--- config.mk ---
export PLATFORM = sky130hd
export DESIGN_NAME = neighbor_mean_grid_step_flat
export DESIGN_NICKNAME = d
export VERILOG_FILES = /design/src/sv/nmgs_pkg.sv /design/src/sv/nmgs_ifs.sv /design/src/sv/nmgs_ram.sv /design/src/sv/nmgs_scan.sv /design/src/sv/nmgs_window.sv /design/src/sv/neighbor_mean_grid_step.sv /design/src/flat_wrapper.sv
export VERILOG_INCLUDE_DIRS = /design/src /design/src/sv
export SDC_FILE = /design/constraint.sdc
export NUM_CORES = 1
export LEC_CHECK = 0
export BUFFER_PORTS_ARGS = -buffer_cell sky130_fd_sc_hd__clkbuf_2
export CORE_MARGIN = 3
export CORE_UTILIZATION = 63
export DETAILED_ROUTE_END_ITERATION = 10
export PLACE_DENSITY_LB_ADDON = 0.15
export SLEW_MARGIN = 20
export SYNTH_ARGS = -nofsm -noshare
export SYNTH_HDL_FRONTEND = slang
export SYNTH_SLANG_ARGS = --single-unit
--- constraint.sdc ---
create_clock -name clk -period 4.9 [get_ports clk]
set_input_delay 0.98 -clock clk [delete_from_list [all_inputs] [get_ports clk]]
set_output_delay 0.98 -clock clk [all_outputs]
set_load 0.02 [all_outputs]
--- src/sv/neighbor_mean_grid_step_macros.svh ---
// Assertion macros for the neighbor mean grid step block.
// Taken in by the top level; depends on nothing else.
`ifndef NEIGHBOR_MEAN_GRID_STEP_MACROS_SVH
`define NEIGHBOR_MEAN_GRID_STEP_MACROS_SVH

// The consequent must hold in the same cycle as the antecedent.
`define NMGS_ASSERT_NOW(label, clk, rst_n, ante, cons) \
	label: assert property (@(posedge clk) disable iff (!rst_n) (ante) |-> (cons)) \
		else $error("nmgs assertion failed");

// The consequent must hold in the cycle after the antecedent.
`define NMGS_ASSERT_NEXT(label, clk, rst_n, ante, cons) \
	label: assert property (@(posedge clk) disable iff (!rst_n) (ante) |=> (cons)) \
		else $error("nmgs assertion failed");

`endif

--- src/sv/nmgs_pkg.sv ---
// Package for the neighbor mean grid step block: default sizes and shared types.
// Used by the scan, the window and the top level.
package nmgs_pkg;

	localparam int MAX_SIDE_DEF = 64;
	localparam int CELL_BITS_DEF = 4;
	localparam int GRID_SIDE_RESET = 42;
	localparam int MIN_SIDE = 3;
	localparam int NEIGHBOR_SHIFT = 3;
	localparam int WINDOW_CELLS = 6;

	typedef struct packed {
		logic emit;
		logic last;
	} scan_ctl_t;

endpackage

--- src/sv/nmgs_ifs.sv ---
// Valid/ready channel interfaces of the neighbor mean grid step block.
// Widths come from their own parameters; no other dependencies.
interface nmgs_in_if #(parameter int CELL_BITS = 4);
	logic valid;
	logic ready;
	logic [CELL_BITS-1:0] cell_value;
	modport source (output valid, output cell_value, input ready);
	modport sink (input valid, input cell_value, output ready);
endinterface

interface nmgs_out_if #(parameter int CELL_BITS = 4, parameter int POS_BITS = 6);
	logic valid;
	logic ready;
	logic [CELL_BITS-1:0] new_value;
	logic [POS_BITS-1:0] cell_row;
	logic [POS_BITS-1:0] cell_col;
	logic last_of_grid;
	modport source (output valid, output new_value, output cell_row, output cell_col,
		output last_of_grid, input ready);
	modport sink (input valid, input new_value, input cell_row, input cell_col,
		input last_of_grid, output ready);
endinterface

interface nmgs_cfg_if #(parameter int SIDE_BITS = 7);
	logic valid;
	logic ready;
	logic [SIDE_BITS-1:0] grid_side;
	modport source (output valid, output grid_side, input ready);
	modport sink (input valid, input grid_side, output ready);
endinterface

--- src/sv/nmgs_ram.sv ---
// Generic single write port, single read port RAM with registered read data.
// No dependencies.
module nmgs_ram #(
	parameter int WIDTH = 4,
	parameter int DEPTH = 64
) (
	input  logic                     clk,
	input  logic                     we,
	input  logic [$clog2(DEPTH)-1:0] waddr,
	input  logic [WIDTH-1:0]         wdata,
	input  logic                     re,
	input  logic [$clog2(DEPTH)-1:0] raddr,
	output logic [WIDTH-1:0]         rdata
);

	logic [WIDTH-1:0] mem_q [DEPTH];

	always_ff @(posedge clk) begin
		if (we) begin
			mem_q[waddr] <= wdata;
		end
		if (re) begin
			rdata <= mem_q[raddr];
		end
	end

endmodule

--- src/sv/nmgs_scan.sv ---
// Grid side register and raster position counters of the neighbor mean grid step.
// Depends on nmgs_pkg and the configuration interface.
module nmgs_scan
	import nmgs_pkg::*;
#(
	parameter int MAX_SIDE = MAX_SIDE_DEF
) (
	input  logic                          clk,
	input  logic                          arst_n,
	nmgs_cfg_if.sink                      cfg,
	input  logic                          accept,
	output logic [$clog2(MAX_SIDE)-1:0]   row,
	output logic [$clog2(MAX_SIDE)-1:0]   col,
	output logic [$clog2(MAX_SIDE)-1:0]   out_row,
	output logic [$clog2(MAX_SIDE)-1:0]   out_col,
	output scan_ctl_t                     ctl
);

	localparam int POS_BITS = $clog2(MAX_SIDE);
	localparam int SIDE_BITS = $clog2(MAX_SIDE + 1);
	localparam int RESET_SIDE = (GRID_SIDE_RESET > MAX_SIDE) ? MAX_SIDE : GRID_SIDE_RESET;

	logic [POS_BITS-1:0]  side_m1_q;
	logic [POS_BITS-1:0]  row_q;
	logic [POS_BITS-1:0]  col_q;
	logic [SIDE_BITS-1:0] side_new;
	logic                 cfg_write;
	logic                 row_end;
	logic                 col_end;

	assign cfg.ready = 1'b1;
	assign cfg_write = cfg.valid;

	always_comb begin
		if (cfg.grid_side < SIDE_BITS'(MIN_SIDE)) begin
			side_new = SIDE_BITS'(MIN_SIDE);
		end else if (cfg.grid_side > SIDE_BITS'(MAX_SIDE)) begin
			side_new = SIDE_BITS'(MAX_SIDE);
		end else begin
			side_new = cfg.grid_side;
		end
	end

	assign row_end = (row_q == side_m1_q);
	assign col_end = (col_q == side_m1_q);

	always_ff @(posedge clk or negedge arst_n) begin
		if (!arst_n) begin
			side_m1_q <= POS_BITS'(RESET_SIDE - 1);
			row_q <= '0;
			col_q <= '0;
		end else if (cfg_write) begin
			side_m1_q <= POS_BITS'(side_new - SIDE_BITS'(1));
			row_q <= '0;
			col_q <= '0;
		end else if (accept) begin
			if (col_end) begin
				col_q <= '0;
				row_q <= row_end ? '0 : row_q + POS_BITS'(1);
			end else begin
				col_q <= col_q + POS_BITS'(1);
			end
		end
	end

	assign row = row_q;
	assign col = col_q;
	assign out_row = row_q - POS_BITS'(1);
	assign out_col = col_q - POS_BITS'(1);
	assign ctl.emit = (row_q >= POS_BITS'(2)) && (col_q >= POS_BITS'(2));
	assign ctl.last = row_end && col_end;

endmodule

--- src/sv/nmgs_window.sv ---
// Row stores, 3x3 window and result register of the neighbor mean grid step.
// Depends on nmgs_pkg, nmgs_ram and the cell channel interfaces.
module nmgs_window
	import nmgs_pkg::*;
#(
	parameter int MAX_SIDE = MAX_SIDE_DEF,
	parameter int CELL_BITS = CELL_BITS_DEF
) (
	input  logic                        clk,
	input  logic                        arst_n,
	nmgs_in_if.sink                     cell_in,
	nmgs_out_if.source                  cell_out,
	input  logic [$clog2(MAX_SIDE)-1:0] col,
	input  logic [$clog2(MAX_SIDE)-1:0] out_row,
	input  logic [$clog2(MAX_SIDE)-1:0] out_col,
	input  scan_ctl_t                   ctl,
	output logic                        accept
);

	localparam int POS_BITS = $clog2(MAX_SIDE);
	localparam int SUM_BITS = CELL_BITS + NEIGHBOR_SHIFT;

	logic                 valid_s1;
	scan_ctl_t            ctl_s1;
	logic [POS_BITS-1:0]  col_s1;
	logic [POS_BITS-1:0]  row_out_s1;
	logic [POS_BITS-1:0]  col_out_s1;
	logic [CELL_BITS-1:0] cell_s1;
	logic [CELL_BITS-1:0] win_q [WINDOW_CELLS];
	logic [CELL_BITS-1:0] top;
	logic [CELL_BITS-1:0] mid;
	logic [SUM_BITS-1:0]  sum;
	logic                 take;
	logic                 adv_s1;
	logic                 out_valid_q;

	// Stage 1 moves on unless it holds a result and the result register is stuck.
	assign adv_s1 = valid_s1 && (!ctl_s1.emit || !out_valid_q || cell_out.ready);
	assign take = !valid_s1 || adv_s1;
	assign accept = cell_in.valid && take;
	assign cell_in.ready = take;

	nmgs_ram #(.WIDTH(CELL_BITS), .DEPTH(MAX_SIDE)) u_upper_ram (
		.clk   (clk),
		.we    (adv_s1),
		.waddr (col_s1),
		.wdata (mid),
		.re    (accept),
		.raddr (col),
		.rdata (top)
	);

	nmgs_ram #(.WIDTH(CELL_BITS), .DEPTH(MAX_SIDE)) u_middle_ram (
		.clk   (clk),
		.we    (adv_s1),
		.waddr (col_s1),
		.wdata (cell_s1),
		.re    (accept),
		.raddr (col),
		.rdata (mid)
	);

	always_ff @(posedge clk or negedge arst_n) begin
		if (!arst_n) begin
			valid_s1 <= 1'b0;
		end else if (take) begin
			valid_s1 <= accept;
		end
	end

	always_ff @(posedge clk) begin
		if (accept) begin
			ctl_s1 <= ctl;
			col_s1 <= col;
			row_out_s1 <= out_row;
			col_out_s1 <= out_col;
			cell_s1 <= cell_in.cell_value;
		end
	end

	// The window holds the two columns left of the incoming one; the center is left out.
	always_ff @(posedge clk or negedge arst_n) begin
		if (!arst_n) begin
			for (int i = 0; i < WINDOW_CELLS; i++) begin
				win_q[i] <= '0;
			end
		end else if (adv_s1) begin
			win_q[0] <= win_q[3];
			win_q[1] <= win_q[4];
			win_q[2] <= win_q[5];
			win_q[3] <= top;
			win_q[4] <= mid;
			win_q[5] <= cell_s1;
		end
	end

	assign sum = SUM_BITS'(win_q[0]) + SUM_BITS'(win_q[1]) + SUM_BITS'(win_q[2])
		+ SUM_BITS'(win_q[3]) + SUM_BITS'(win_q[5])
		+ SUM_BITS'(top) + SUM_BITS'(mid) + SUM_BITS'(cell_s1);

	always_ff @(posedge clk or negedge arst_n) begin
		if (!arst_n) begin
			out_valid_q <= 1'b0;
		end else if (adv_s1 && ctl_s1.emit) begin
			out_valid_q <= 1'b1;
		end else if (cell_out.ready) begin
			out_valid_q <= 1'b0;
		end
	end

	always_ff @(posedge clk) begin
		if (adv_s1 && ctl_s1.emit) begin
			cell_out.new_value <= sum[SUM_BITS-1 -: CELL_BITS];
			cell_out.cell_row <= row_out_s1;
			cell_out.cell_col <= col_out_s1;
			cell_out.last_of_grid <= ctl_s1.last;
		end
	end

	assign cell_out.valid = out_valid_q;

endmodule

--- src/sv/neighbor_mean_grid_step.sv ---
// Top level of the neighbor mean grid step block: one generation of a 3x3 neighbor mean.
// Depends on nmgs_pkg, the channel interfaces, nmgs_scan, nmgs_window and the macros header.
//
// Usage: cells of the current grid enter on cell_in in raster order, one request per
// cell. For every interior cell a request leaves on cell_out with the new value (sum of
// the eight neighbors divided by eight, truncated), its row and column, and a flag on
// the last interior cell of the grid. Border cells produce nothing. A result belongs to
// the cell one row and one column behind the input that completes its window.
// The cfg channel writes the grid side (clamped to 3..MAX_SIDE) and restarts the grid at
// row 0, column 0; it is always ready. It must be written only while the block is idle;
// the block itself does not enforce this. Throughput is one cell per cycle while cell_out
// takes results. A cell that completes a result is registered in stage 1 together with
// the row store read, and the window sum then goes straight into the result register.
// Reset clears the position counters, the window and both pipeline valid bits and sets
// the side to 42 (MAX_SIDE if smaller); the row stores are not cleared, since rows 0 and 1
// never emit. When cell_out stalls, the result register holds, as does stage 1 once it holds
// a result; cell_in stays ready until a result waits in stage 1 behind a full result register.
`include "neighbor_mean_grid_step_macros.svh"

module neighbor_mean_grid_step
	import nmgs_pkg::*;
#(
	parameter int MAX_SIDE = MAX_SIDE_DEF,
	parameter int CELL_BITS = CELL_BITS_DEF
) (
	input  logic         clk,
	input  logic         arst_n,
	nmgs_cfg_if.sink     cfg,
	nmgs_in_if.sink      cell_in,
	nmgs_out_if.source   cell_out
);

	localparam int POS_BITS = $clog2(MAX_SIDE);

	logic [POS_BITS-1:0] row;
	logic [POS_BITS-1:0] col;
	logic [POS_BITS-1:0] out_row;
	logic [POS_BITS-1:0] out_col;
	scan_ctl_t           ctl;
	logic                accept;

	nmgs_scan #(.MAX_SIDE(MAX_SIDE)) u_scan (
		.clk     (clk),
		.arst_n  (arst_n),
		.cfg     (cfg),
		.accept  (accept),
		.row     (row),
		.col     (col),
		.out_row (out_row),
		.out_col (out_col),
		.ctl     (ctl)
	);

	nmgs_window #(.MAX_SIDE(MAX_SIDE), .CELL_BITS(CELL_BITS)) u_window (
		.clk      (clk),
		.arst_n   (arst_n),
		.cell_in  (cell_in),
		.cell_out (cell_out),
		.col      (col),
		.out_row  (out_row),
		.out_col  (out_col),
		.ctl      (ctl),
		.accept   (accept)
	);

	`NMGS_ASSERT_NOW(a_last_on_diagonal, clk, arst_n,
		cell_out.valid && cell_out.last_of_grid, cell_out.cell_row == cell_out.cell_col)
	`NMGS_ASSERT_NOW(a_interior_only, clk, arst_n,
		cell_out.valid, (cell_out.cell_row != '0) && (cell_out.cell_col != '0))
	`NMGS_ASSERT_NEXT(a_cfg_restarts, clk, arst_n,
		cfg.valid && cfg.ready, (row == '0) && (col == '0))
	`NMGS_ASSERT_NOW(a_stall_needs_result, clk, arst_n,
		!cell_in.ready, cell_out.valid && !cell_out.ready)

endmodule
--- src/flat_wrapper.sv ---
// flat-port wrapper written by rule: the top's interface ports become plain ports
module neighbor_mean_grid_step_flat import nmgs_pkg::*;
#(
	parameter int MAX_SIDE = MAX_SIDE_DEF,
	parameter int CELL_BITS = CELL_BITS_DEF
)
  (clk, arst_n, cfg_valid, cfg_grid_side, cfg_ready, cell_in_valid, cell_in_cell_value, cell_in_ready, cell_out_valid, cell_out_new_value, cell_out_cell_row, cell_out_cell_col, cell_out_last_of_grid, cell_out_ready);
  nmgs_cfg_if cfg_i ();
  nmgs_in_if #(.CELL_BITS(CELL_BITS)) cell_in_i ();
  nmgs_out_if #(.CELL_BITS(CELL_BITS)) cell_out_i ();
  input  logic clk;
  input  logic arst_n;
  input wire logic [$bits(cfg_i.valid)-1:0] cfg_valid;
  input wire logic [$bits(cfg_i.grid_side)-1:0] cfg_grid_side;
  output wire logic [$bits(cfg_i.ready)-1:0] cfg_ready;
  input wire logic [$bits(cell_in_i.valid)-1:0] cell_in_valid;
  input wire logic [$bits(cell_in_i.cell_value)-1:0] cell_in_cell_value;
  output wire logic [$bits(cell_in_i.ready)-1:0] cell_in_ready;
  output wire logic [$bits(cell_out_i.valid)-1:0] cell_out_valid;
  output wire logic [$bits(cell_out_i.new_value)-1:0] cell_out_new_value;
  output wire logic [$bits(cell_out_i.cell_row)-1:0] cell_out_cell_row;
  output wire logic [$bits(cell_out_i.cell_col)-1:0] cell_out_cell_col;
  output wire logic [$bits(cell_out_i.last_of_grid)-1:0] cell_out_last_of_grid;
  input wire logic [$bits(cell_out_i.ready)-1:0] cell_out_ready;
  assign cfg_i.valid = cfg_valid;
  assign cfg_i.grid_side = cfg_grid_side;
  assign cfg_ready = cfg_i.ready;
  assign cell_in_i.valid = cell_in_valid;
  assign cell_in_i.cell_value = cell_in_cell_value;
  assign cell_in_ready = cell_in_i.ready;
  assign cell_out_valid = cell_out_i.valid;
  assign cell_out_new_value = cell_out_i.new_value;
  assign cell_out_cell_row = cell_out_i.cell_row;
  assign cell_out_cell_col = cell_out_i.cell_col;
  assign cell_out_last_of_grid = cell_out_i.last_of_grid;
  assign cell_out_i.ready = cell_out_ready;
  neighbor_mean_grid_step #(.MAX_SIDE(MAX_SIDE), .CELL_BITS(CELL_BITS)) u_core (.clk(clk), .arst_n(arst_n), .cfg(cfg_i), .cell_in(cell_in_i), .cell_out(cell_out_i));
endmodule
# ---- Yosys cells after proc, flatten, opt, wreduce, memory -nomap -nowiden
# Memory sizes are Yosys's and may differ from the RTL's. A register that Yosys moved wholly into a read port is not among the register bits.
# Index checks and enable logic that the tools add are counted.
dict set report classes {
  add_sub_neg 12
  magnitude_cmp 4
  eq_ne 2
  n_mux 13
  n_reduce_logical 15
}
# op n
set op_table {}
lappend op_table {{two-way mux 6 bit} 9}
lappend op_table {{adder 7 x 4 -> 7 bit} 4}
lappend op_table {{subtractor 6 x 1 -> 6 bit, second input constant} 3}
lappend op_table {{adder 6 x 1 -> 6 bit, second input constant} 2}
lappend op_table {{== test 6 bit} 2}
lappend op_table {{>= comparator 6 x 2 -> 1 bit, second input constant} 2}
lappend op_table {{adder 6 x 4 -> 7 bit} 1}
lappend op_table {{greater-than comparator 7 bit, second input constant} 1}
lappend op_table {{< comparator 7 x 2 -> 1 bit, second input constant} 1}
lappend op_table {{adder 5 x 4 -> 6 bit} 1}
lappend op_table {{nonzero test 2 bit} 3}
lappend op_table {{adder 4 x 4 -> 5 bit} 1}
lappend op_table {{logical AND 1 bit} 5}
lappend op_table {{two-way mux 1 bit} 4}
lappend op_table {{logical NOT 1 bit} 3}
lappend op_table {{logical OR 1 bit} 3}
lappend op_table {{AND reduction 2 bit} 1}
dict set report word_totals {
  register_bits 85
  ram_bits 512
  inputBits 16
  out_inout_bits 20
  elab_cells 69
  n_memories 2
}
# memory words word_bits read_ports rd_ports_with_merged_regs write_ports line
set mem_list {}
lappend mem_list {u_core.u_window.u_middle_ram.mem_q 64 4 1 1 1 nmgs_ram.sv:16} ;# logic [WIDTH-1:0] mem_q [DEPTH];
lappend mem_list {u_core.u_window.u_upper_ram.mem_q 64 4 1 1 1 nmgs_ram.sv:16}

# ---- Depth between registers and ports, before layout
# Gate-level depths: netlist (run 1).
dict set report logic_depth {
  depth_word 8
  ltp_mapped 14
  ltp_nobuf 14
}

# ---- Modules after synthesis
# Synthesis (run 1) repeated with hierarchy kept, for this count alone.
dict set report hier_totals {
  cells_unflattened 1396
  hier_area_um2 25515.7
}
# module n_inst cells_each area_each_um2 seq_area_each_um2
set modules_own_cells {}
lappend modules_own_cells {nmgs_ram 2 521 10447.5 7807.5}
lappend modules_own_cells {nmgs_window 1 189 3037.9 1881.8}
lappend modules_own_cells {nmgs_scan 1 165 1582.8 454.2}

# ---- Least setup slack after synthesis (run 1)
# OpenSTA, ideal clock, no wires.
dict set report synth_path {
  kind {flip-flop to flip-flop}
  start {reg u_core.u_window.cell_s1[3]}
  end {reg u_core.u_window.cell_out.new_value[2], data pin}
  setup_ns 0.258
  arrival_time_ns 4.018
  required_time_ns 4.642
  setup_slack_ns 0.624
  stages_incl_launch_ff 13
  n_path_buf 0
  period_less_slack_ns 4.276
  path_cell_list {edfxtp_1 > inv_1 > fa_1 > inv_1 > fa_1 > fa_1 > inv_1 > fa_1 > inv_1 > ha_1 > a31o_2 > a21oi_1 > xnor2_1}
}
dict set report synth_via {
  elab_chain_len 1
}
# element line
set synth_lines {}
lappend synth_lines {{from (decl)} nmgs_window.sv:28} ;# logic [CELL_BITS-1:0] cell_s1;
lappend synth_lines {{from (signal assigned)} nmgs_window.sv:77} ;# cell_s1 <= cell_in.cell_value;
lappend synth_lines {{adder 7 x 4 -> 7 bit} nmgs_window.sv:99} ;# + SUM_BITS'(top) + SUM_BITS'(mid) + SUM_BITS'(cell_s1);
lappend synth_lines {{net u_core.u_window.sum[5]} nmgs_window.sv:32} ;# logic [SUM_BITS-1:0] sum;
lappend synth_lines {{to (signal assigned)} nmgs_window.sv:113} ;# cell_out.new_value <= sum[SUM_BITS-1 -: CELL_BITS];
lappend synth_lines {{to (decl)} nmgs_ifs.sv:18} ;# modport source (output valid, output new_value, output cell_row, output cell_col,
# The timed path passes the listed nets, and every way through them passes these cells.
# A chain may end at the register's enable or synchronous reset.

# ---- Final worst setup path (run 1)
dict set report layout_path {
  start {reg u_core.u_window.win_q[15] (netlist bit)}
  end {reg u_core.u_window.cell_out.new_value[2], data pin}
}
dict set report layout_via {
  elab_chain_len 6
}
# element line
set layout_lines {}
lappend layout_lines {{from (decl)} nmgs_window.sv:29} ;# logic [CELL_BITS-1:0] win_q [WINDOW_CELLS];
lappend layout_lines {{adder 5 x 4 -> 6 bit} nmgs_window.sv:97} ;# assign sum = SUM_BITS'(win_q[0]) + SUM_BITS'(win_q[1]) + SUM_BITS'(win_q[2])
lappend layout_lines {{adder 6 x 4 -> 7 bit} nmgs_window.sv:98} ;# + SUM_BITS'(win_q[3]) + SUM_BITS'(win_q[5])
lappend layout_lines {{adder 7 x 4 -> 7 bit} nmgs_window.sv:98}
lappend layout_lines {{adder 7 x 4 -> 7 bit (3 in a row)} nmgs_window.sv:99}
lappend layout_lines {{net u_core.u_window.sum[5]} nmgs_window.sv:32}
# The timed path passes the listed nets, and every way through them passes these cells.

==> results of run 1 <==
## power breakdown
part	switching, µW	internal, µW
logic	804	592
clock network	1810	2410
registers	76.2	5840
## cell usage after synthesis (2+ instances only)
cell       count
a21boi_0       2
a221o_1        2
xnor2_1        8
or3_1          3
mux4_2       116
a22o_1         2
o2111ai_1      3
clkbuf_1      27
a41o_1         2
nand2_1       66
nor4_1         2
buf_1          7
o22ai_1       10
nor3_1         9
nand2b_1       6
nand3_1       16
o221ai_1      13
dfrtp_1       41
and2_1         4
nand4b_1       3
nand3b_1       8
a211oi_1       4
a31oi_1        3
o21ai_0       41
inv_1         62
fa_1          22
edfxtp_1     561
mux2i_1       56
ha_1          13
nor2_1        88
xor2_1        16
a21oi_1       26
buf_2         17
a22oi_1        9
buf_6          8
o22a_1         2
dfstp_2        3
buf_4         10
nand4_1        3
or3b_2         3
nor2b_1        7
a221oi_1       2
mux2_2         8
## per-stage QoR
| stage | instance area [µm²] | power, µW | utilization (%) | setup WS (ns) | instances |
|---|---|---|---|---|---|
| global placement | 25280 | 7338 | 66.48 | 1.385 | 1843 |
| detailed placement | 25280 | 7428 | 66.48 | 1.255 | 1843 |
| finish | 27050 | 11540 | 71.14 | 1.311 | 1947 |
| global route | 27050 | 11970 | 71.14 | 1.193 | 1947 |
| floorplan | 24500 | 7027 | - | 0.6242 | 1330 |
| CTS | 27050 | 11600 | 71.14 | 1.320 | 1947 |
## worst register-to-register path, stage by stage, from the launching register on
cell	delay [ns]
dfrtp_1	0.33
inv_1	0.06
fa_1	0.54
inv_1	0.06
fa_1	0.50
fa_1	0.49
inv_1	0.05
fa_1	0.54
inv_1	0.06
ha_1	0.28
a31o_2	0.20
a21oi_1	0.17
xnor2_1	0.08
## routing by layer
metal | global-route usage (%) | up-vias | share of wire [%]
met4 | 9.046 | 0 | 3.2
met2 | 42.39 | 601 | 48
met1 | 38.32 | 6406 | 39
met5 | 0 | - | 0
met3 | 5.730 | 99 | 9.3
li1 | - | 5326 | -
## state kept, by name, indices dropped and copies added (netlist names), 6 cells and up
signal / flops
u_core.u_scan.col: 6
u_core.u_scan.side_m1_q: 6
u_core.u_window.u_upper_ram.mem_q: 256
u_core.u_window.win_q: 24
u_core.u_window.cell_out.cell_col: 6
u_core.u_window.col_s1: 6
u_core.u_window.u_middle_ram.mem_q: 256
u_core.u_window.cell_out.cell_row: 6
u_core.u_window.col_out_s1: 6
u_core.u_scan.row: 6
u_core.u_window.row_out_s1: 6
## kinds of logic (layout without fill, tap and decap cells)
| family | after synthesis | after routing |
|---|---|---|
| flip-flops | 605 | 605 |
| AND/OR/NAND/NOR | 222 | 222 |
| buffers and inverters | 133 | 239 |
| XOR/XNOR | 24 | 24 |
| AO/OA/AOI/OAI | 130 | 130 |
| other | 1 | 1 |
| multiplexers | 180 | 180 |
| adder cells (fa/ha/maj) | 35 | 35 |
## how the worst min path moves through the flow
stage                                       start                                     to  slack [ns]  cells after the start
CTS                 u_core.u_window.col_out_s1[2]   u_core.u_window.cell_out.cell_col[2]        0.42                      0
floorplan           u_core.u_window.col_out_s1[0]   u_core.u_window.cell_out.cell_col[0]        0.40                      0
global placement    u_core.u_window.row_out_s1[0]   u_core.u_window.cell_out.cell_row[0]        0.40                      0
global route        u_core.u_window.col_out_s1[3]   u_core.u_window.cell_out.cell_col[3]        0.42                      0
finish              u_core.u_window.col_out_s1[2]   u_core.u_window.cell_out.cell_col[2]        0.42                      0
detailed placement      u_core.u_window.ctl_s1[0]  u_core.u_window.cell_out.last_of_grid        0.40                      0
## final cells by class
cell class / count / area share, %
clock inverters: 15 / 0.4487
flip-flops and latches: 605 / 66.40
multi-input cells: 592 / 21.90
well taps: 511 / 2.364
clock buffers: 89 / 6.106
inverters: 63 / 0.8742
repair buffers: 72 / 1.915
==> results_dict.tcl, run 1 <==
set metrics [dict create \
    clk_latency_ns 0.60 \
    fill_cells 2366 \
    drv_slew 0 \
    post-route-period-util_pct 73.24 \
    num_vias 12432 \
    endpoint "u_core.u_window.cell_out.new_value[2]" \
    diodes 0 \
    route.detailed.drc 0 \
    grt_overflow 0 \
    dpl.hpwl_um 31930 \
    synth_edf_count 561 \
    critPathSlowestCell "fa_1" \
    io_pins 36 \
    initial_utilization_pct 64.45 \
    synth-simple-area-share_pct 4.110 \
    p_per_area_nw_per_um2 426.4 \
    htree_levels 2 \
    start_kind "flip-flop" \
    outcome "completed" \
    ant_nets 0 \
    path_max_fanout 2 \
    path_buf_inv 4 \
    tightestPinTransition_ns 1.122 \
    die_h_um 203.2 \
    ir_drop_mv 0.2708 \
    grt_use_total_pct 26.82 \
    wirelength_um 53510 \
    crit_cells 12 \
    synth_adder_area_share_pct 2.461 \
    netlist_area_um2 24500 \
    worst-r2r-setup-slack_ns 1.31 \
    nNetsFinal 1444 \
    firstDrtPassIters 5 \
    muxShareOfSynthArea_pct 13.32 \
    rr_startpoint "u_core.u_window.win_q[15]" \
    synth_cell_types 59 \
    wl_per_cell_um 27.48 \
    final_cell_mix "561 x edfxtp_1, 116 x mux4_2, 88 x nor2_1" \
    synth_top_flop_cell "edfxtp_1" \
    ys_warn_count 0 \
    area_growth_pct 10.39 \
    rsz0062_at_grt "no" \
    crit_type "flip-flop to flip-flop" \
    synth_area_leader_cell "edfxtp_1" \
    hold_ws_ns 0.4150 \
    critPathTopFamily "adder cells" \
    cts_tree "done" \
    p_leak_uw 0.008859 \
    port_buffers 34 \
    design.die.area_um2 41300 \
    core_area_um2 38020 \
    fin_worst_skew_ns 0.01599 \
    final_common_cell "edfxtp_1" \
    cp-end-kind "flip-flop" \
    slew-limit-headroom_pct 24.80 \
    fin_crit_ns 3.589 \
    path_cells "inv_1 > fa_1 > inv_1 > fa_1 > fa_1 > inv_1 > fa_1 > inv_1 > ha_1 > a31o_2 > a21oi_1 > xnor2_1" \
    drt_iter0_markers 1428 \
    cp.arrival_ns 3.94 \
    drv_cap 0 \
    cp_data_required_time_ns 5.25 \
    synth-seq-cells 605 \
    cts.repair.resized 0 \
    routed_via_density 6.385 \
    seq_area_frac_synth_pct 73.26 \
    synth_nets 1381 \
    regArea_um2 17960 \
    grt_max_degree 68 \
    worstReg2RegEnd "u_core.u_window.cell_out.new_value[2]" \
    rr_worst_depth 12 \
    antenna_found_initial 0 \
    syn_avg_cell_area_um2 18.42 \
    post-cts-setup-buffer-count 0 \
    rows 71 \
    hp-class "flip-flop to flip-flop" \
    finalSetupTns_ns 0 \
    die_x_um 203.2 \
    grt_pass1_vias 12638 \
    drive_above_1_share_pct 19.50 \
    hold_buffers 0 \
    place_congestion 0.8362 \
    synth.area.top_cells "edfxtp_1 69%, mux4_2 11%, dfrtp_1 4.2%" \
    cts_made_buffers 59 \
    grt_pass1_wl_um 80960 \
    clk_pin_slew_ns 0.06 \
    multiInputGateArea_um2 5923 \
    synth_compound_gate_area_share_pct 3.411 \
    synth_top_family_by_area "multiplexers" \
    syn_inst 1330 \
    async_flop_share_pct 7.273 \
    max_clock_freq_ghz 0.2787 \
    synthXorXnorAreaFrac_pct 0.8578 \
    hold_viol 0 \
    clkSinkCount 605 \
    clock_path_buffers 3 \
    root_buffer "clkbuf_16" \
    finalSetupViolCount 0 \
    synth_top_area_share_pct 68.75 \
    cpPeakStageDelay_ns 0.54 \
    crit_start "u_core.u_window.win_q[15]" \
]
(Power assumes the default switching activity.)
==> run 2: changes to the inputs <==
clock period = 3.6 ns   (was 4.9 ns; I/O delays follow)
==> run 2 against run 1 <==
Die area unchanged. Register-to-register slack worse by 1.2 ns. Critical endpoint unchanged. Sequential cell count unchanged. Critical path type unchanged. Sequential power up 36%. First-iteration DRC count up 6.4%. Critical path depth unchanged. Power up 41%. Routed wire length up 2.1%. Via count up 2.7%.
==> results_dict.tcl, run 2 (synthesis gave the netlist of run 1 again) <==
set metrics [dict create \
    area_growth_pct 12.78 \
    hold_buffers 0 \
    p_sw_share_pct 23.63 \
    cts_tree "done" \
    p_sw_uw 3852 \
    drt_iter0_markers 1520 \
    antenna_found_initial 2 \
    setup_ws_ns 0.08493 \
    fin_crit_ns 3.515 \
    final_cell_mix "561 x edfxtp_1, 116 x mux4_2, 94 x buf_4" \
    cts_made_buffers 58 \
    grt_overflow 0 \
    clock_path_buffers 3 \
    pwr-share-seq_pct 49.5 \
    post-route-period-util_pct 97.64 \
    port_buffers 34 \
    comb_power_share_pct 13.4 \
    reg_top3 "u_core.u_window.u_middle_ram.mem_q (256), u_core.u_window.u_upper_ram.mem_q (256), u_core.u_window.win_q (24)" \
    clock_power_share_pct 37.2 \
    rows 71 \
    hold_viol 0 \
    cp_data_required_time_ns 3.94 \
    grt_max_degree 66 \
    cp-end-kind "flip-flop" \
    hold_ws_ns 0.2289 \
    core_area_um2 38020 \
    hp-class "input port to async pin" \
    firstDrtPassIters 5 \
    final_util_pct 72.68 \
    initial_utilization_pct 64.45 \
    clkSinkCount 605 \
    finalSetupViolCount 0 \
    grt_use_total_pct 27.33 \
    pre_cts_ws_ns 0.06214 \
    grt_pass1_wl_um 83050 \
    ant_nets 0 \
    ir_drop_mv 0.5367 \
    outcome "completed" \
    final_common_cell "edfxtp_1" \
    io_pins 36 \
    wirelength_um 54640 \
    die_h_um 203.2 \
    slew-limit-headroom_pct 39.33 \
    drv_cap 0 \
    path_max_fanout 2 \
    routed_via_density 6.347 \
    htree_levels 2 \
    clk_pin_slew_ns 0.06 \
    dpl.hpwl_um 33600 \
    drv_slew 0 \
    clk_latency_ns 0.61 \
    drive_above_1_share_pct 24.20 \
    place_congestion 0.8888 \
    wl_per_cell_um 27.16 \
    route.detailed.drc 0 \
    p_leak_uw 0.009226 \
    tightestPinTransition_ns 0.9058 \
    p_per_area_nw_per_um2 590.0 \
    root_buffer "clkbuf_16" \
    nNetsFinal 1502 \
    rsz0062_at_grt "yes" \
    fin_worst_skew_ns 0.02318 \
    start_kind "flip-flop" \
    design.die.area_um2 41300 \
    grt_pass1_vias 13162 \
    max_clock_freq_ghz 0.2845 \
    num_vias 12771 \
    die_x_um 203.2 \
    crit_type "flip-flop to flip-flop" \
    p_int_uw 12450 \
    cp.arrival_ns 3.85 \
]
## run 2: cell count changes in the layout (fill, tap and decap cells not counted), sizes merged
cell / delta
clkbuf: -21
diode: +1
inv: +1
clkinvlp: +4
buf: +59
bufinv: +5
clkinv: +16
## run 2: repair_timing
action                                  in CTS  in global routing
setup buffers                                0                  3
endpoints found under the setup margin       0                  2
gates resized for setup                      0                  7
## run 2: worst max-delay path, cell delays in order, from the launching register on
cell	delay, ns
edfxtp_1	0.37
inv_2	0.05
fa_1	0.55
inv_2	0.04
fa_1	0.48
fa_1	0.48
inv_1	0.05
fa_1	0.54
inv_2	0.05
ha_4	0.20
a31o_4	0.22
a21oi_2	0.14
xnor2_1	0.08
## run 2: power groups by stage
stage | Sequential (µW) | Combinational, µW | Clock (µW)
6_report | 8060 | 2180 | 6060
2_1_floorplan | 8250 | 1350 | 0
4_1_cts | 8070 | 1950 | 6160
3_5_place_dp | 8210 | 1940 | 0
5_1_grt | 8080 | 2440 | 6430
3_3_place_gp | 8210 | 1840 | 0
## run 2: path summary, 6_finish.rpt
path / startpoint / to / depth (start not counted) / slack [ns]
setup / recovery: u_core.u_window.cell_s1[3] / u_core.u_window.cell_out.new_value[2] / 12 / 0.08
hold / removal: arst_n / u_core.u_scan.col[0] / 1 / 0.23
setup reg to reg: u_core.u_window.cell_s1[3] / u_core.u_window.cell_out.new_value[2] / 12 / 0.08
hold reg to reg: u_core.u_window.row_out_s1[3] / u_core.u_window.cell_out.cell_row[3] / 0 / 0.42
max in group asynchronous: arst_n / u_core.u_scan.side_m1_q[0] / 2 / 2.58
min in group clk: cell_out_ready / u_core.u_window.cell_out.valid / 2 / 0.33
## run 2: layout make-up
cell class | instances | area [µm²]
Sequential cell | 605 | 17960
Fill cell | 2339 | 10390
Multi-Input combinational cell | 592 | 5951
Clock buffer | 68 | 1520
Timing Repair Buffer | 131 | 935.9
Tap cell | 511 | 639.4
Clock inverter | 41 | 390.4
Inverter | 63 | 236.5
Antenna cell | 1 | 2.502
## run 2: per-stage QoR
stage	power (µW)	setup TNS, ns	cell area, µm²	std cells
floorplan	9594	-1.885	24510	1330
CTS	16180	0	27590	2008
global route	16950	-0.05277	27630	2011
finish	16300	0	27640	2012
detailed placement	10150	0	25680	1899
global placement	10050	0	25680	1899
## run 2: routing by layer
layer / part of all wire (%) / vias up / global-route usage, %
met5: 0.024 / - / 0
met4: 3.9 / 2 / 10.84
met3: 7.0 / 124 / 4.310
met2: 50 / 552 / 43.85
met1: 39 / 6637 / 38.79
li1: - / 5456 / -
==> run 3: changes to the inputs <==
ABC_AREA = 1   (was unset)
==> run 3 against run 2 <==
Utilization fell by 2.7 points. Sequential share of layout area fell by 2.3 points. Non-clock buffer count fell by 46.
==> results_dict.tcl, run 3 <==
set metrics [dict create \
    outcome "completed" \
    wirelength_um 61700 \
    placed_cell_area_um2 26790 \
    die_x_um 209.8 \
    port_buffers 34 \
    synth.area.top_cells "edfxtp_1 64%, nand2_1 9.1%, nand3_1 4.2%" \
    synth_top_area_share_pct 64.41 \
    num_vias 17290 \
    dpl.cell_count 2874 \
    async_flop_share_pct 7.273 \
    fin_crit_ns 3.477 \
    drv_slew 0 \
    cts.repair.resized 0 \
    p_leak_uw 0.01132 \
    ys_warn_count 0 \
    fin_worst_skew_ns 0.01371 \
    syn_inst 2374 \
    clkSinkCount 605 \
    seq_area_frac_synth_pct 68.63 \
    yosysMostFrequentCell "nand2_1" \
    cp.arrival_ns 3.82 \
    rsz0062_at_grt "no" \
    final_common_cell "nand2_1" \
    nNetsFinal 2454 \
    syn_avg_cell_area_um2 11.02 \
    grt_pass1_vias 16659 \
    p_sw_share_pct 27.07 \
    antenna_found_initial 0 \
    synth_cell_types 36 \
    synth-seq-cells 605 \
    slew-limit-headroom_pct 40.84 \
    cts_tree "done" \
    grt_max_degree 124 \
    pre_cts_ws_ns 0.1113 \
    fill_cells 2918 \
    pwr-share-seq_pct 48.0 \
    clock_path_buffers 3 \
    drv_cap 0 \
    path_max_fanout 2 \
    firstDrtPassIters 5 \
    final_cell_mix "632 x nand2_1, 561 x edfxtp_1, 248 x inv_1" \
    regArea_um2 17960 \
    crit_type "flip-flop to flip-flop" \
    synthTopCellsByCount "632 x nand2_1, 561 x edfxtp_1, 252 x inv_1, 230 x nor2_1, 221 x nand3_1" \
    clk_pin_slew_ns 0.05 \
    root_buffer "clkbuf_16" \
    setup_ws_ns 0.1235 \
    grt_pass1_wl_um 95100 \
    p_int_uw 12500 \
    hold_buffers 0 \
    fin_cells 2982 \
    post-cts-setup-buffer-count 0 \
    clock_power_share_pct 34.3 \
    cpPeakStageDelay_ns 0.54 \
    worst-r2r-setup-slack_ns 0.12 \
    rows 74 \
    p_sw_uw 4638 \
    design.die.area_um2 44000 \
    ir_drop_mv 0.4257 \
    ant_nets 0 \
    design_area_um2 28630 \
    max_clock_freq_ghz 0.2876 \
    p_per_area_nw_per_um2 598.6 \
    synth_edf_count 561 \
    synth_nets 2425 \
    io_pins 36 \
    place_congestion 0.8870 \
    path_cells "inv_1 > fa_1 > inv_1 > fa_1 > fa_1 > inv_1 > fa_1 > inv_1 > ha_1 > nand2_1 > o21ai_1 > xor2_1" \
    drive_above_1_share_pct 7.673 \
    cts_made_buffers 59 \
    route.detailed.drc 0 \
    critPathSlowestCell "fa_1" \
    hp-class "input port to async pin" \
    area_growth_pct 9.448 \
    cp_data_required_time_ns 3.94 \
    grt_overflow 0 \
    netlist_area_um2 26160 \
    synth_top_flop_cell "edfxtp_1" \
    dpl.hpwl_um 36930 \
    drt_iter0_markers 2142 \
    tightestPinTransition_ns 0.8874 \
    start_kind "flip-flop" \
    finalSetupViolCount 0 \
    initial_utilization_pct 63.91 \
    synth_area_leader_cell "edfxtp_1" \
    grt_use_total_pct 28.26 \
    hold_viol 0 \
    die_h_um 209.8 \
    post-route-period-util_pct 96.57 \
    hold_ws_ns 0.2226 \
    htree_levels 2 \
    cp-end-kind "flip-flop" \
    diodes 0 \
    routed_via_density 5.798 \
    reg_top3 "u_core.u_window.u_middle_ram.mem_q (256), u_core.u_window.u_upper_ram.mem_q (256), u_core.u_window.win_q (24)" \
    comb_power_share_pct 17.7 \
    multiInputGateArea_um2 6574 \
    core_area_um2 40920 \
    wl_per_cell_um 20.69 \
    clk_latency_ns 0.61 \
]
[run 3: changes by cell type after synthesis, moves of 27 or more]
cell / previous run / this run
mux4_2: 116 / 0
buf_2: 17 / 63
o211ai_1: 1 / 28
inv_1: 62 / 252
mux2i_1: 56 / 0
o21ai_0: 41 / 89
o21ai_1: 1 / 54
nand3_1: 16 / 221
nand2_1: 66 / 632
nor2_1: 88 / 230
[run 3: power by group through the flow]
stage          Sequential, µW  Clock, µW  Combinational, µW
5_1_grt                  8250       6230               3380
4_1_cts                  8230       5940               3060
2_1_floorplan            8440          0               2060
3_5_place_dp             8380          0               3050
3_3_place_gp             8370          0               2850
6_report                 8230       5870               3030
[run 3: path summary, 6_finish.rpt]
| path | start | to | cells after the start |
|---|---|---|---|
| max | u_core.u_window.win_q[15] | u_core.u_window.cell_out.new_value[2] | 12 |
| min | arst_n | u_core.u_window.win_q[7] | 1 |
| max reg2reg | u_core.u_window.win_q[15] | u_core.u_window.cell_out.new_value[2] | 12 |
| min reg2reg | u_core.u_window.col_out_s1[1] | u_core.u_window.cell_out.cell_col[1] | 0 |
| max in group asynchronous | arst_n | u_core.u_window.win_q[13] | 2 |
| min in group clk | cell_in_cell_value[0] | u_core.u_window.cell_s1[0] | 1 |
[run 3: cells by family after synthesis]
group / after synthesis / share of synthesized area (%)
flip-flops: 605 / 68.63
adder cells (fa/ha/maj): 35 / 2.306
other: 1 / 0.01434
buffers and inverters: 373 / 6.271
XOR/XNOR: 23 / 0.7702
AO/OA/AOI/OAI: 201 / 4.152
AND/OR/NAND/NOR: 1136 / 17.86
[run 3: routing by layer]
metal | part of all wire (%) | wire length, µm | up-vias | track usage, %
met2 | 47 | 28890 | 906 | 44.38
met5 | 0 | 0 | - | 0
met4 | 4.7 | 2898 | 0 | 12.73
met3 | 9.3 | 5723 | 165 | 3.931
li1 | - | - | 7970 | -
met1 | 39 | 24190 | 8249 | 40.05
[run 3: metrics by stage]
step	power, µW	setup TNS [ns]	utilization [%]
4_1_cts	17230	0	69.95
5_1_grt	17850	0	69.95
2_1_floorplan	10500	-1.296	-
3_5_place_dp	11420	0	65.47
3_3_place_gp	11210	0	65.47
6_report	17140	0	69.95
[run 3: final cells by class]
cell class / instances / share of cell area, %
Inverter: 256 / 3.378
Clock inverter: 23 / 0.5157
Multi-Input combinational cell: 1396 / 22.96
Timing Repair Buffer: 85 / 2.194
Sequential cell: 605 / 62.73
Tap cell: 532 / 2.325
Clock buffer: 85 / 5.892
[run 3: worst max-delay path: cells and delay by family, from the launching register on]
| family | cells | cell delay, ns |
|---|---|---|
| simple gates | 1 | 0.05 |
| buf+inv | 4 | 0.23 |
| flops | 1 | 0.35 |
| compound gates | 1 | 0.18 |
| fa+ha+maj | 5 | 2.31 |
| xor+xnor | 1 | 0.10 |
